File: config.mk
export PLATFORM = sky130hd
export DESIGN_NAME = decimal_float_magnitude_subtract
export DESIGN_NICKNAME = d
export VERILOG_FILES = /design/src/design/dfms_pkg.sv /design/src/design/dfms_round.sv /design/src/design/decimal_float_magnitude_subtract.sv
export SDC_FILE = /design/constraint.sdc
export NUM_CORES = 2
export LEC_CHECK = 0
export ABC_CLOCK_PERIOD_IN_PS = 9200
export BUFFER_PORTS_ARGS = -buffer_cell sky130_fd_sc_hd__buf_2
export CORE_MARGIN = 2
export CORE_UTILIZATION = 55
export CTS_CLUSTER_DIAMETER = 80
export DETAILED_ROUTE_END_ITERATION = 8
export HOLD_SLACK_MARGIN = 0.08
export PLACE_DENSITY = 0.78
export SKIP_LAST_GASP = 1
export SYNTH_ARGS = -nofsm -noshare
export SYNTH_HDL_FRONTEND = slang
export SYNTH_HIERARCHICAL = 1
export SYNTH_SLANG_ARGS = --single-unit
File: constraint.sdc
create_clock -name aclk -period 9.2 [get_ports aclk]
set_input_delay 1.84 -clock aclk [delete_from_list [all_inputs] [get_ports aclk]]
set_output_delay 1.84 -clock aclk [all_outputs]
set_load 0.01 [all_outputs]
File: src/design/dfms_pkg.sv
// Shared constants and types for the decimal floating-point magnitude subtractor.
// Holds default parameter values, stream field layout and BCD constants.
// No dependencies.
`timescale 1ns / 1ps
`default_nettype none

package dfms_pkg;

    // Default sizes of the significand and the exponent.
    localparam int DIGITS_DEF   = 16;
    localparam int EXP_BITS_DEF = 16;

    // Fixed widths of the stream fields.
    localparam int DIGITS_W = 64;
    localparam int EXP_W    = 16;

    // Input word layout, lowest bit first.
    localparam int MIN_DIG_LSB = 0;
    localparam int MIN_EXP_LSB = MIN_DIG_LSB + DIGITS_W;
    localparam int SUB_DIG_LSB = MIN_EXP_LSB + EXP_W;
    localparam int SUB_EXP_LSB = SUB_DIG_LSB + DIGITS_W;
    localparam int S_TDATA_W   = SUB_EXP_LSB + EXP_W;

    // Output word layout.
    localparam int M_TDATA_W = DIGITS_W + EXP_W;
    localparam int M_TUSER_W = 3;

    // BCD constants.
    localparam logic [3:0] BCD_MAX    = 4'd9;
    localparam logic [3:0] ROUND_HALF = 4'd5;
    localparam logic [4:0] BCD_RADIX  = 5'd10;

    // Status flags carried beside each result, result_zero in the lowest bit.
    typedef struct packed {
        logic order_error;
        logic exp_underflow;
        logic result_zero;
    } dfms_flags_t;

endpackage

`default_nettype wire

File: src/design/dfms_round.sv
// Half-up rounding of a normalized BCD significand with one guard digit.
// Depends on dfms_pkg for the BCD constants.
`timescale 1ns / 1ps
`default_nettype none

module dfms_round
    import dfms_pkg::*;
#(
    parameter int DIGITS = DIGITS_DEF
) (
    input  wire logic [(DIGITS+1)*4-1:0] norm_digits,    // kept digits with the guard digit in the lowest nibble
    output logic      [DIGITS*4-1:0]     rounded_digits,
    output logic                         round_carry
);

    logic [3:0]        guard;
    logic              round_up;
    logic [DIGITS-1:0] nine;
    logic [DIGITS-1:0] carry_in;

    assign guard    = norm_digits[3:0];
    assign round_up = (guard >= ROUND_HALF);

    // When the guard digit rounds up, a digit receives the increment when every digit below it is nine.
    always_comb begin
        logic [DIGITS-1:0] low_mask;
        logic [3:0]        dig;
        for (int j = 0; j < DIGITS; j++) begin
            nine[j] = (norm_digits[4*(j+1) +: 4] == BCD_MAX);
        end
        for (int j = 0; j < DIGITS; j++) begin
            for (int k = 0; k < DIGITS; k++) begin
                low_mask[k] = (k < j);
            end
            carry_in[j] = round_up && (&(nine | ~low_mask));
        end
        round_carry = round_up && (&nine);
        for (int j = 0; j < DIGITS; j++) begin
            dig = norm_digits[4*(j+1) +: 4];
            if (!carry_in[j]) begin
                rounded_digits[4*j +: 4] = dig;
            end else if (dig == BCD_MAX) begin
                rounded_digits[4*j +: 4] = 4'd0;
            end else begin
                rounded_digits[4*j +: 4] = dig + 4'd1;
            end
        end
        // Carry out of the top digit renormalizes to one followed by zeros.
        if (round_carry) begin
            rounded_digits[DIGITS*4-1 -: 4] = 4'd1;
        end
    end

endmodule

`default_nettype wire

File: src/design/decimal_float_magnitude_subtract.sv
// An accepted input word moves through the pipeline stages in order to the result word on m_axis.
// Throughput: one word per cycle; every stage holds its own valid bit, and a stage
// takes a new word whenever it is empty or its successor moves, so stalls lose nothing.
// The slowest step is the 2*DIGITS wide borrow prefix add in stage three.
// Reset (aresetn low, synchronous) clears all valid bits; data registers are not reset.
// Depends on dfms_pkg and dfms_round.
`timescale 1ns / 1ps
`default_nettype none

module decimal_float_magnitude_subtract
    import dfms_pkg::*;
#(
    parameter int DIGITS   = DIGITS_DEF,
    parameter int EXP_BITS = EXP_BITS_DEF
) (
    input  wire logic                 aclk,
    input  wire logic                 aresetn,

    input  wire logic                 s_axis_tvalid,
    output logic                      s_axis_tready,
    // Fields from bit 0: minuend_digits, minuend_exp, subtrahend_digits, subtrahend_exp.
    input  wire logic [S_TDATA_W-1:0] s_axis_tdata,

    output logic                      m_axis_tvalid,
    input  wire logic                 m_axis_tready,
    // Fields from bit 0: difference_digits, difference_exp.
    output logic      [M_TDATA_W-1:0] m_axis_tdata,
    // Fields from bit 0: result_zero, exp_underflow, order_error.
    output logic      [M_TUSER_W-1:0] m_axis_tuser
);

    // The significand occupies DW bits; the aligned and subtracted buffers are twice as
    // wide. Shift and leading-zero counts run from zero up to WIDE inclusive.
    localparam int WIDE  = 2 * DIGITS;
    localparam int DW    = DIGITS * 4;
    localparam int WW    = WIDE * 4;
    localparam int NW    = (DIGITS + 1) * 4;
    localparam int SHW   = $clog2(WIDE + 1);
    localparam int CW    = (EXP_BITS > SHW) ? EXP_BITS : SHW;
    localparam int NSTG  = 7;
    localparam logic [EXP_BITS-1:0] EXP_MAX = {EXP_BITS{1'b1}};

    // Handshake: a stage advances when it is empty or the stage after it advances.
    logic [NSTG-1:0] vld_reg;
    logic [NSTG:0]   adv;

    always_comb begin
        adv[NSTG] = m_axis_tready;
        for (int k = NSTG - 1; k >= 0; k--) begin
            adv[k] = !vld_reg[k] || adv[k+1];
        end
    end

    assign s_axis_tready = adv[0];

    always_ff @(posedge aclk) begin
        if (!aresetn) begin
            vld_reg <= '0;
        end else begin
            if (adv[0]) begin
                vld_reg[0] <= s_axis_tvalid;
            end
            for (int k = 1; k < NSTG; k++) begin
                if (adv[k]) begin
                    vld_reg[k] <= vld_reg[k-1];
                end
            end
        end
    end

    // Stage 1: unpack, clamp non-BCD nibbles to nine, and find the alignment shift.
    // A larger subtrahend exponent or a shift of WIDE digits or more flushes the
    // subtrahend to zero.
    logic [DW-1:0]       p1_a_next, p1_b_next;
    logic [EXP_BITS-1:0] ea, eb, ediff;
    logic                flush;
    logic [SHW-1:0]      p1_shift_next;
    logic [DW-1:0]       p1_a_reg, p1_b_reg;
    logic [SHW-1:0]      p1_shift_reg;
    logic [EXP_BITS-1:0] p1_exp_reg;

    always_comb begin
        logic [3:0] nib_a, nib_b;
        for (int j = 0; j < DIGITS; j++) begin
            nib_a = s_axis_tdata[MIN_DIG_LSB + 4*j +: 4];
            nib_b = s_axis_tdata[SUB_DIG_LSB + 4*j +: 4];
            p1_a_next[4*j +: 4] = (nib_a > BCD_MAX) ? BCD_MAX : nib_a;
            p1_b_next[4*j +: 4] = (nib_b > BCD_MAX) ? BCD_MAX : nib_b;
        end
    end

    assign ea    = EXP_BITS'(s_axis_tdata[MIN_EXP_LSB +: EXP_W]);
    assign eb    = EXP_BITS'(s_axis_tdata[SUB_EXP_LSB +: EXP_W]);
    assign ediff = ea - eb;
    assign flush = (eb > ea) || (CW'(ediff) >= CW'(WIDE));
    assign p1_shift_next = flush ? SHW'(WIDE) : SHW'(ediff);

    always_ff @(posedge aclk) begin
        if (adv[0]) begin
            p1_a_reg     <= p1_a_next;
            p1_b_reg     <= p1_b_next;
            p1_shift_reg <= p1_shift_next;
            p1_exp_reg   <= ea;
        end
    end

    // Stage 2: shift the subtrahend right into the double-width buffer.
    logic [WW-1:0]       p2_t_next;
    logic [DW-1:0]       p2_a_reg;
    logic [WW-1:0]       p2_t_reg;
    logic [EXP_BITS-1:0] p2_exp_reg;

    assign p2_t_next = {p1_b_reg, {DW{1'b0}}} >> {p1_shift_reg, 2'b00};

    always_ff @(posedge aclk) begin
        if (adv[1]) begin
            p2_a_reg   <= p1_a_reg;
            p2_t_reg   <= p2_t_next;
            p2_exp_reg <= p1_exp_reg;
        end
    end

    // Stage 3: resolve the borrow into every digit with one binary add. A digit
    // generates a borrow when the minuend digit is smaller and passes one along when
    // the digits are equal; carries of G + (G|P) are exactly those borrows.
    logic [WW-1:0]       p2_a_wide;
    logic [WIDE-1:0]     dig_gen, dig_prop;
    logic [WIDE:0]       bsum, bcarry;
    logic [WW-1:0]       p3_a_reg, p3_t_reg;
    logic [WIDE-1:0]     p3_bin_reg;
    logic                p3_borrow_reg;
    logic [EXP_BITS-1:0] p3_exp_reg;

    assign p2_a_wide = {p2_a_reg, {DW{1'b0}}};

    always_comb begin
        for (int j = 0; j < WIDE; j++) begin
            dig_gen[j]  = (p2_a_wide[4*j +: 4] <  p2_t_reg[4*j +: 4]);
            dig_prop[j] = (p2_a_wide[4*j +: 4] == p2_t_reg[4*j +: 4]);
        end
    end

    assign bsum   = {1'b0, dig_gen} + {1'b0, dig_gen | dig_prop};
    assign bcarry = bsum ^ {1'b0, dig_gen} ^ {1'b0, dig_gen | dig_prop};

    always_ff @(posedge aclk) begin
        if (adv[2]) begin
            p3_a_reg      <= p2_a_wide;
            p3_t_reg      <= p2_t_reg;
            p3_bin_reg    <= bcarry[WIDE-1:0];
            p3_borrow_reg <= bcarry[WIDE];
            p3_exp_reg    <= p2_exp_reg;
        end
    end

    // Stage 4: form each difference digit, wrapping negative values by adding ten.
    logic [WW-1:0]       p4_s_next;
    logic [WW-1:0]       p4_s_reg;
    logic                p4_borrow_reg;
    logic [EXP_BITS-1:0] p4_exp_reg;

    always_comb begin
        logic [4:0] d5;
        for (int j = 0; j < WIDE; j++) begin
            d5 = {1'b0, p3_a_reg[4*j +: 4]} - {1'b0, p3_t_reg[4*j +: 4]}
               - {4'b0000, p3_bin_reg[j]};
            p4_s_next[4*j +: 4] = d5[4] ? 4'(d5 + BCD_RADIX) : d5[3:0];
        end
    end

    always_ff @(posedge aclk) begin
        if (adv[3]) begin
            p4_s_reg      <= p4_s_next;
            p4_borrow_reg <= p3_borrow_reg;
            p4_exp_reg    <= p3_exp_reg;
        end
    end

    // Stage 5: count leading zero digits and lower the exponent, saturating at zero.
    logic [SHW-1:0]      p5_lead_next;
    logic                p5_uflow_next;
    logic [EXP_BITS-1:0] p5_exp_next;
    logic [WW-1:0]       p5_s_reg;
    logic [SHW-1:0]      p5_lead_reg;
    logic [EXP_BITS-1:0] p5_exp_reg;
    logic                p5_uflow_reg, p5_zero_reg, p5_borrow_reg;

    always_comb begin
        p5_lead_next = SHW'(WIDE);
        for (int j = 0; j < WIDE; j++) begin
            if (p4_s_reg[4*j +: 4] != 4'd0) begin
                p5_lead_next = SHW'(WIDE - 1 - j);
            end
        end
    end

    assign p5_uflow_next = (CW'(p4_exp_reg) < CW'(p5_lead_next));
    assign p5_exp_next   = p5_uflow_next ? '0 : (p4_exp_reg - EXP_BITS'(p5_lead_next));

    always_ff @(posedge aclk) begin
        if (adv[4]) begin
            p5_s_reg      <= p4_s_reg;
            p5_lead_reg   <= p5_lead_next;
            p5_exp_reg    <= p5_exp_next;
            p5_uflow_reg  <= p5_uflow_next;
            p5_zero_reg   <= (p5_lead_next == SHW'(WIDE));
            p5_borrow_reg <= p4_borrow_reg;
        end
    end

    // Stage 6: normalize; keep the result digits and the guard digit below them.
    logic [WW-1:0]       norm_full;
    logic [NW-1:0]       p6_norm_reg;
    logic [EXP_BITS-1:0] p6_exp_reg;
    dfms_flags_t         p6_flags_reg;

    assign norm_full = p5_s_reg << {p5_lead_reg, 2'b00};

    always_ff @(posedge aclk) begin
        if (adv[5]) begin
            p6_norm_reg                <= norm_full[WW-1 -: NW];
            p6_exp_reg                 <= p5_exp_reg;
            p6_flags_reg.result_zero   <= p5_zero_reg;
            p6_flags_reg.exp_underflow <= p5_uflow_reg && !p5_zero_reg;
            p6_flags_reg.order_error   <= p5_borrow_reg;
        end
    end

    // Stage 7: round half-up into the output register. A carry out of the top digit
    // raises the exponent, saturating at its maximum. A zero result reports exponent 0.
    logic [DW-1:0]       rounded;
    logic                rcarry;
    logic [EXP_BITS-1:0] out_exp_next;
    logic [DW-1:0]       out_digits_reg;
    logic [EXP_BITS-1:0] out_exp_reg;
    dfms_flags_t         out_flags_reg;

    dfms_round #(
        .DIGITS (DIGITS)
    ) u_round (
        .norm_digits    (p6_norm_reg),
        .rounded_digits (rounded),
        .round_carry    (rcarry)
    );

    always_comb begin
        if (p6_flags_reg.result_zero) begin
            out_exp_next = '0;
        end else if (rcarry && (p6_exp_reg != EXP_MAX)) begin
            out_exp_next = p6_exp_reg + EXP_BITS'(1);
        end else begin
            out_exp_next = p6_exp_reg;
        end
    end

    always_ff @(posedge aclk) begin
        if (adv[6]) begin
            out_digits_reg <= p6_flags_reg.result_zero ? '0 : rounded;
            out_exp_reg    <= out_exp_next;
            out_flags_reg  <= p6_flags_reg;
        end
    end

    assign m_axis_tvalid                     = vld_reg[NSTG-1];
    assign m_axis_tdata[DIGITS_W-1:0]        = DIGITS_W'(out_digits_reg);
    assign m_axis_tdata[M_TDATA_W-1:DIGITS_W] = EXP_W'(out_exp_reg);
    assign m_axis_tuser                      = out_flags_reg;

    // A zero difference carries no digits, exponent zero and no underflow.
    a_zero_clean: assert property (@(posedge aclk) disable iff (!aresetn)
        (m_axis_tvalid && out_flags_reg.result_zero) |->
            (out_digits_reg == '0 && out_exp_reg == '0 && !out_flags_reg.exp_underflow))
        else $error("zero result carries digits, exponent or underflow");

    // A nonzero result is normalized: its top digit is never zero.
    a_normalized: assert property (@(posedge aclk) disable iff (!aresetn)
        (m_axis_tvalid && !out_flags_reg.result_zero) |->
            (out_digits_reg[DW-1 -: 4] != 4'd0))
        else $error("nonzero result has a leading zero digit");

    // After an underflow the exponent is zero, or one after a rounding carry.
    a_uflow_exp: assert property (@(posedge aclk) disable iff (!aresetn)
        (m_axis_tvalid && out_flags_reg.exp_underflow) |->
            (out_exp_reg <= EXP_BITS'(1)))
        else $error("underflowed result has a large exponent");

    // No result word is presented in the cycle after reset.
    a_reset_empty: assert property (@(posedge aclk)
        $past(!aresetn) |-> !m_axis_tvalid)
        else $error("result valid right after reset");

endmodule

`default_nettype wire
==> results.json <==
{
  "antenna_found_initial": 1,
  "crit_type": "in -> out",
  "clkPwrFrac_pct": 36.7,
  "rsz0062_at_grt": "no",
  "vias_per_cell": 5.82,
  "synth_async_sr_flop_share_pct": 0,
  "worstHoldStart": "p1_a_reg[27]",
  "worstSkewPairLatency_ns": 0.71,
  "cts.clk_slew.worst_paths_ns": 0.06,
  "power_mw": 12.1,
  "routedWlPerCell_um": 21.6,
  "via_count": 37200,
  "post_cts_buffers": 0,
  "power.leakage_nw": 25.7,
  "period_share_pct": 61.4,
  "final_max_slew_viol_count": 0,
  "gp_congestion": 0.994,
  "synth.avg_cell_area_um2": 12.1,
  "synth_edf_count": 1066,
  "root_buffer": "clkbuf_16",
  "io_buffers": 248,
  "syn-num-nets": 5265,
  "peakVddDrop_mv": 0.165,
  "fp-row-count": 118,
  "powerDensity_nw_per_um2": 190,
  "fin_cells": 6390,
  "track_usage_pct": 25.5,
  "cts_buffer_depth": 3,
  "p_sw_share_pct": 24.8,
  "yosysWarnings": 6,
  "hold_violations": 0,
  "cp_max_fo": 9,
  "start_util_pct": 55.7,
  "slew_headroom_pct": 26.2,
  "p_int_mw": 9.10,
  "min_to": "p2_a_reg[27]",
  "drtAntennaViolNets": 0,
  "cts_resized": 0,
  "grt_max_degree": 178,
  "route.detailed.drc": 0,
  "grt_overflow": 0,
  "skew_ns": 0.0396,
  "r2r_cells": 15,
  "endpoint_kind": "output port",
  "netlist-cell-type-count": 99,
  "critPathArrivalTime_ns": 3.81,
  "yosysTopAreaCell": "edfxtp_1",
  "fin_nets": 5431,
  "drt_iter0_markers": 2927,
  "cp-start-kind": "input port",
  "drive_gt1_share_pct": 13.3,
  "firstDrtPassIters": 5,
  "cts_tree": "yes",
  "dp.cells": 6193,
  "yosysTopAreaCellShare_pct": 55.4,
  "ioPinCount": 249,
  "layout_min_cycle_time_ns": 5.65,
  "hold_depth": 0,
  "p_sw_mw": 3.00,
  "crit_chain": "buf_2, nor2b_1, and3_1, and2_1, and3_1, nand2_4, buf_2",
  "required_ns": 7.36,
  "setup_viol": 0,
  "core_um2": 104000,
  "first_global_vias": 35600,
  "crit_slowest_cell": "and3_1",
  "dpl.hpwl_um": 106000,
  "hold_path.class": "reg -> reg",
  "fmaxAchievable_ghz": 0.177,
  "htree_num_levels": 3,
  "die_w_um": 328,
  "timing.rr.end": "p5_exp_reg[12]",
  "netlist_instances": 4756,
  "pwr-share-comb_pct": 12.8,
  "numCtsBuffers": 107,
  "status": "complete, no violations",
  "r2r_slack_ns": 4.63,
  "grt_pass1_wl_um": 209000,
  "max-cap-violations": 0,
  "num_antenna_cells": 0,
  "netlist_area_um2": 57800,
  "dieArea_um2": 108000,
  "seq_area_frac_synth_pct": 55.7,
  "cts_num_sinks": 1073,
  "yosys-top-cells-area": "edfxtp_1 55%, ha_1 6.7%, mux4_2 4.6%",
  "tns_ns": 0,
  "slowest_delay_ns": 0.42,
  "worst_slew_pin_slew_ns": 1.11,
  "cts_hold_buf": 0,
  "syn_to_final_growth_pct": 10.4,
  "ys_ff_latch": 1073,
  "synthFlopType": "edfxtp_1",
  "r2r-start": "p4_s_reg[29]",
  "wl_um": 138000,
  "die_h_um": 328,
  "p_seq_share_pct": 50.5
}
[through the flow]
stage	util, %	hold WS [ns]	setup WS, ns	instance area (um2)
floorplan	-	0.400	0.959	57800
global placement	58.0	0.400	3.60	60200
detailed placement	58.0	0.405	3.53	60200
CTS	61.5	0.405	3.52	63800
global route	61.5	0.415	3.42	63800
finish	61.5	0.403	3.55	63800
[worst max-delay path, delay by kind of cell]
kind,cells,cell delay (ns)
simple gates,5,1.67
buf+inv,2,0.29
[power groups by stage]
stage               Combinational, mW  Sequential [mW]  Clock [mW]
floorplan                       0.974             6.13           0
global route                     1.69             6.15        4.70
detailed placement               1.53             6.21           0
finish                           1.55             6.11        4.44
global placement                 1.50             6.19           0
CTS                              1.54             6.11        4.51
[synthesized netlist by cell type (all sizes together) (8+ instances only)]
master,instances
a211oi,49
a21boi,12
a21o,11
a21oi,183
a22o,8
a22oi,15
a31oi,27
a32o,10
and2,24
and3,20
and4,11
and4bb,9
buf,57
clkbuf,166
edfxtp,1066
fa,34
ha,311
inv,409
mux2,59
mux2i,171
mux4,117
nand2,357
nand2b,108
nand3,76
nand3b,28
nand4,36
nor2,327
nor2b,218
nor3,54
nor3b,14
nor4,47
o211ai,15
o21a,14
o21ai,288
o21bai,13
o221ai,16
o22ai,41
o31ai,10
or2,11
or3,13
or4,15
xnor2,140
xor2,62
[logic make-up after synthesis]
family                     after synthesis  synth area share [%]
DFF                                   1073                  55.7
AOI/OAI and AO/OA                      771                  8.12
adders and majority gates              345                  7.91
muxes                                  347                  8.70
buffers and inverters                  633                  4.20
and+or+nand+nor                       1385                  12.4
xor gates and xnor gates               202                  3.06
[worst max-delay path by stage]
stage,from,cells past startpoint,endpoint,slack (ns)
CTS,m_axis_tready,7,s_axis_tready,3.52
global placement,m_axis_tready,7,s_axis_tready,3.60
floorplan,m_axis_tready,4,p3_a_reg[100],0.96
finish,m_axis_tready,7,s_axis_tready,3.55
global route,m_axis_tready,7,s_axis_tready,3.42
detailed placement,m_axis_tready,7,s_axis_tready,3.53
[layout by cell type (no fill, tap or decap), types with 11 or more instances in the layout]
cell type / count
edfxtp_1: 1066
inv_1: 404
nand2_1: 353
nor2_1: 326
ha_1: 311
o21ai_0: 286
buf_2: 248
nor2b_1: 218
a21oi_1: 183
mux2i_1: 171
xnor2_1: 140
mux4_2: 117
nand2b_1: 108
clkbuf_16: 107
nand3_1: 74
xor2_1: 62
mux2_2: 55
nor3_1: 54
a211oi_1: 48
nor4_1: 43
o22ai_1: 41
nand4_1: 34
fa_1: 34
nand3b_1: 28
buf_4: 28
a31oi_1: 27
clkinv_1: 27
and2_1: 23
and3_1: 19
clkbuf_1: 19
o221ai_1: 16
bufinv_16: 16
o211ai_1: 15
a22oi_1: 15
o21a_1: 14
or4_1: 13
o21bai_1: 13
or3_1: 13
nor3b_1: 12
a21o_1: 11
[metal layers]
| metal | vias up | track usage (%) | wire length (um) |
|---|---|---|---|
| li1 | 17600 | - | - |
| met1 | 17800 | 33.4 | 56000 |
| met2 | 1398 | 41.7 | 65400 |
| met3 | 305 | 3.06 | 8070 |
| met4 | 0 | 14.0 | 8370 |
| met5 | - | 0 | 0 |
[final cells by class]
| class | count | area, um2 |
|---|---|---|
| Sequential cell | 1073 | 32200 |
| Inverter | 410 | 1560 |
| Fill cell | 7807 | 40000 |
| Tap cell | 1380 | 1730 |
| Multi-Input combinational cell | 3050 | 23200 |
| Clock buffer | 126 | 2750 |
| Clock inverter | 71 | 855 |
| Timing Repair Buffer | 280 | 1530 |
Note: power is estimated with default switching activity, not from simulation.
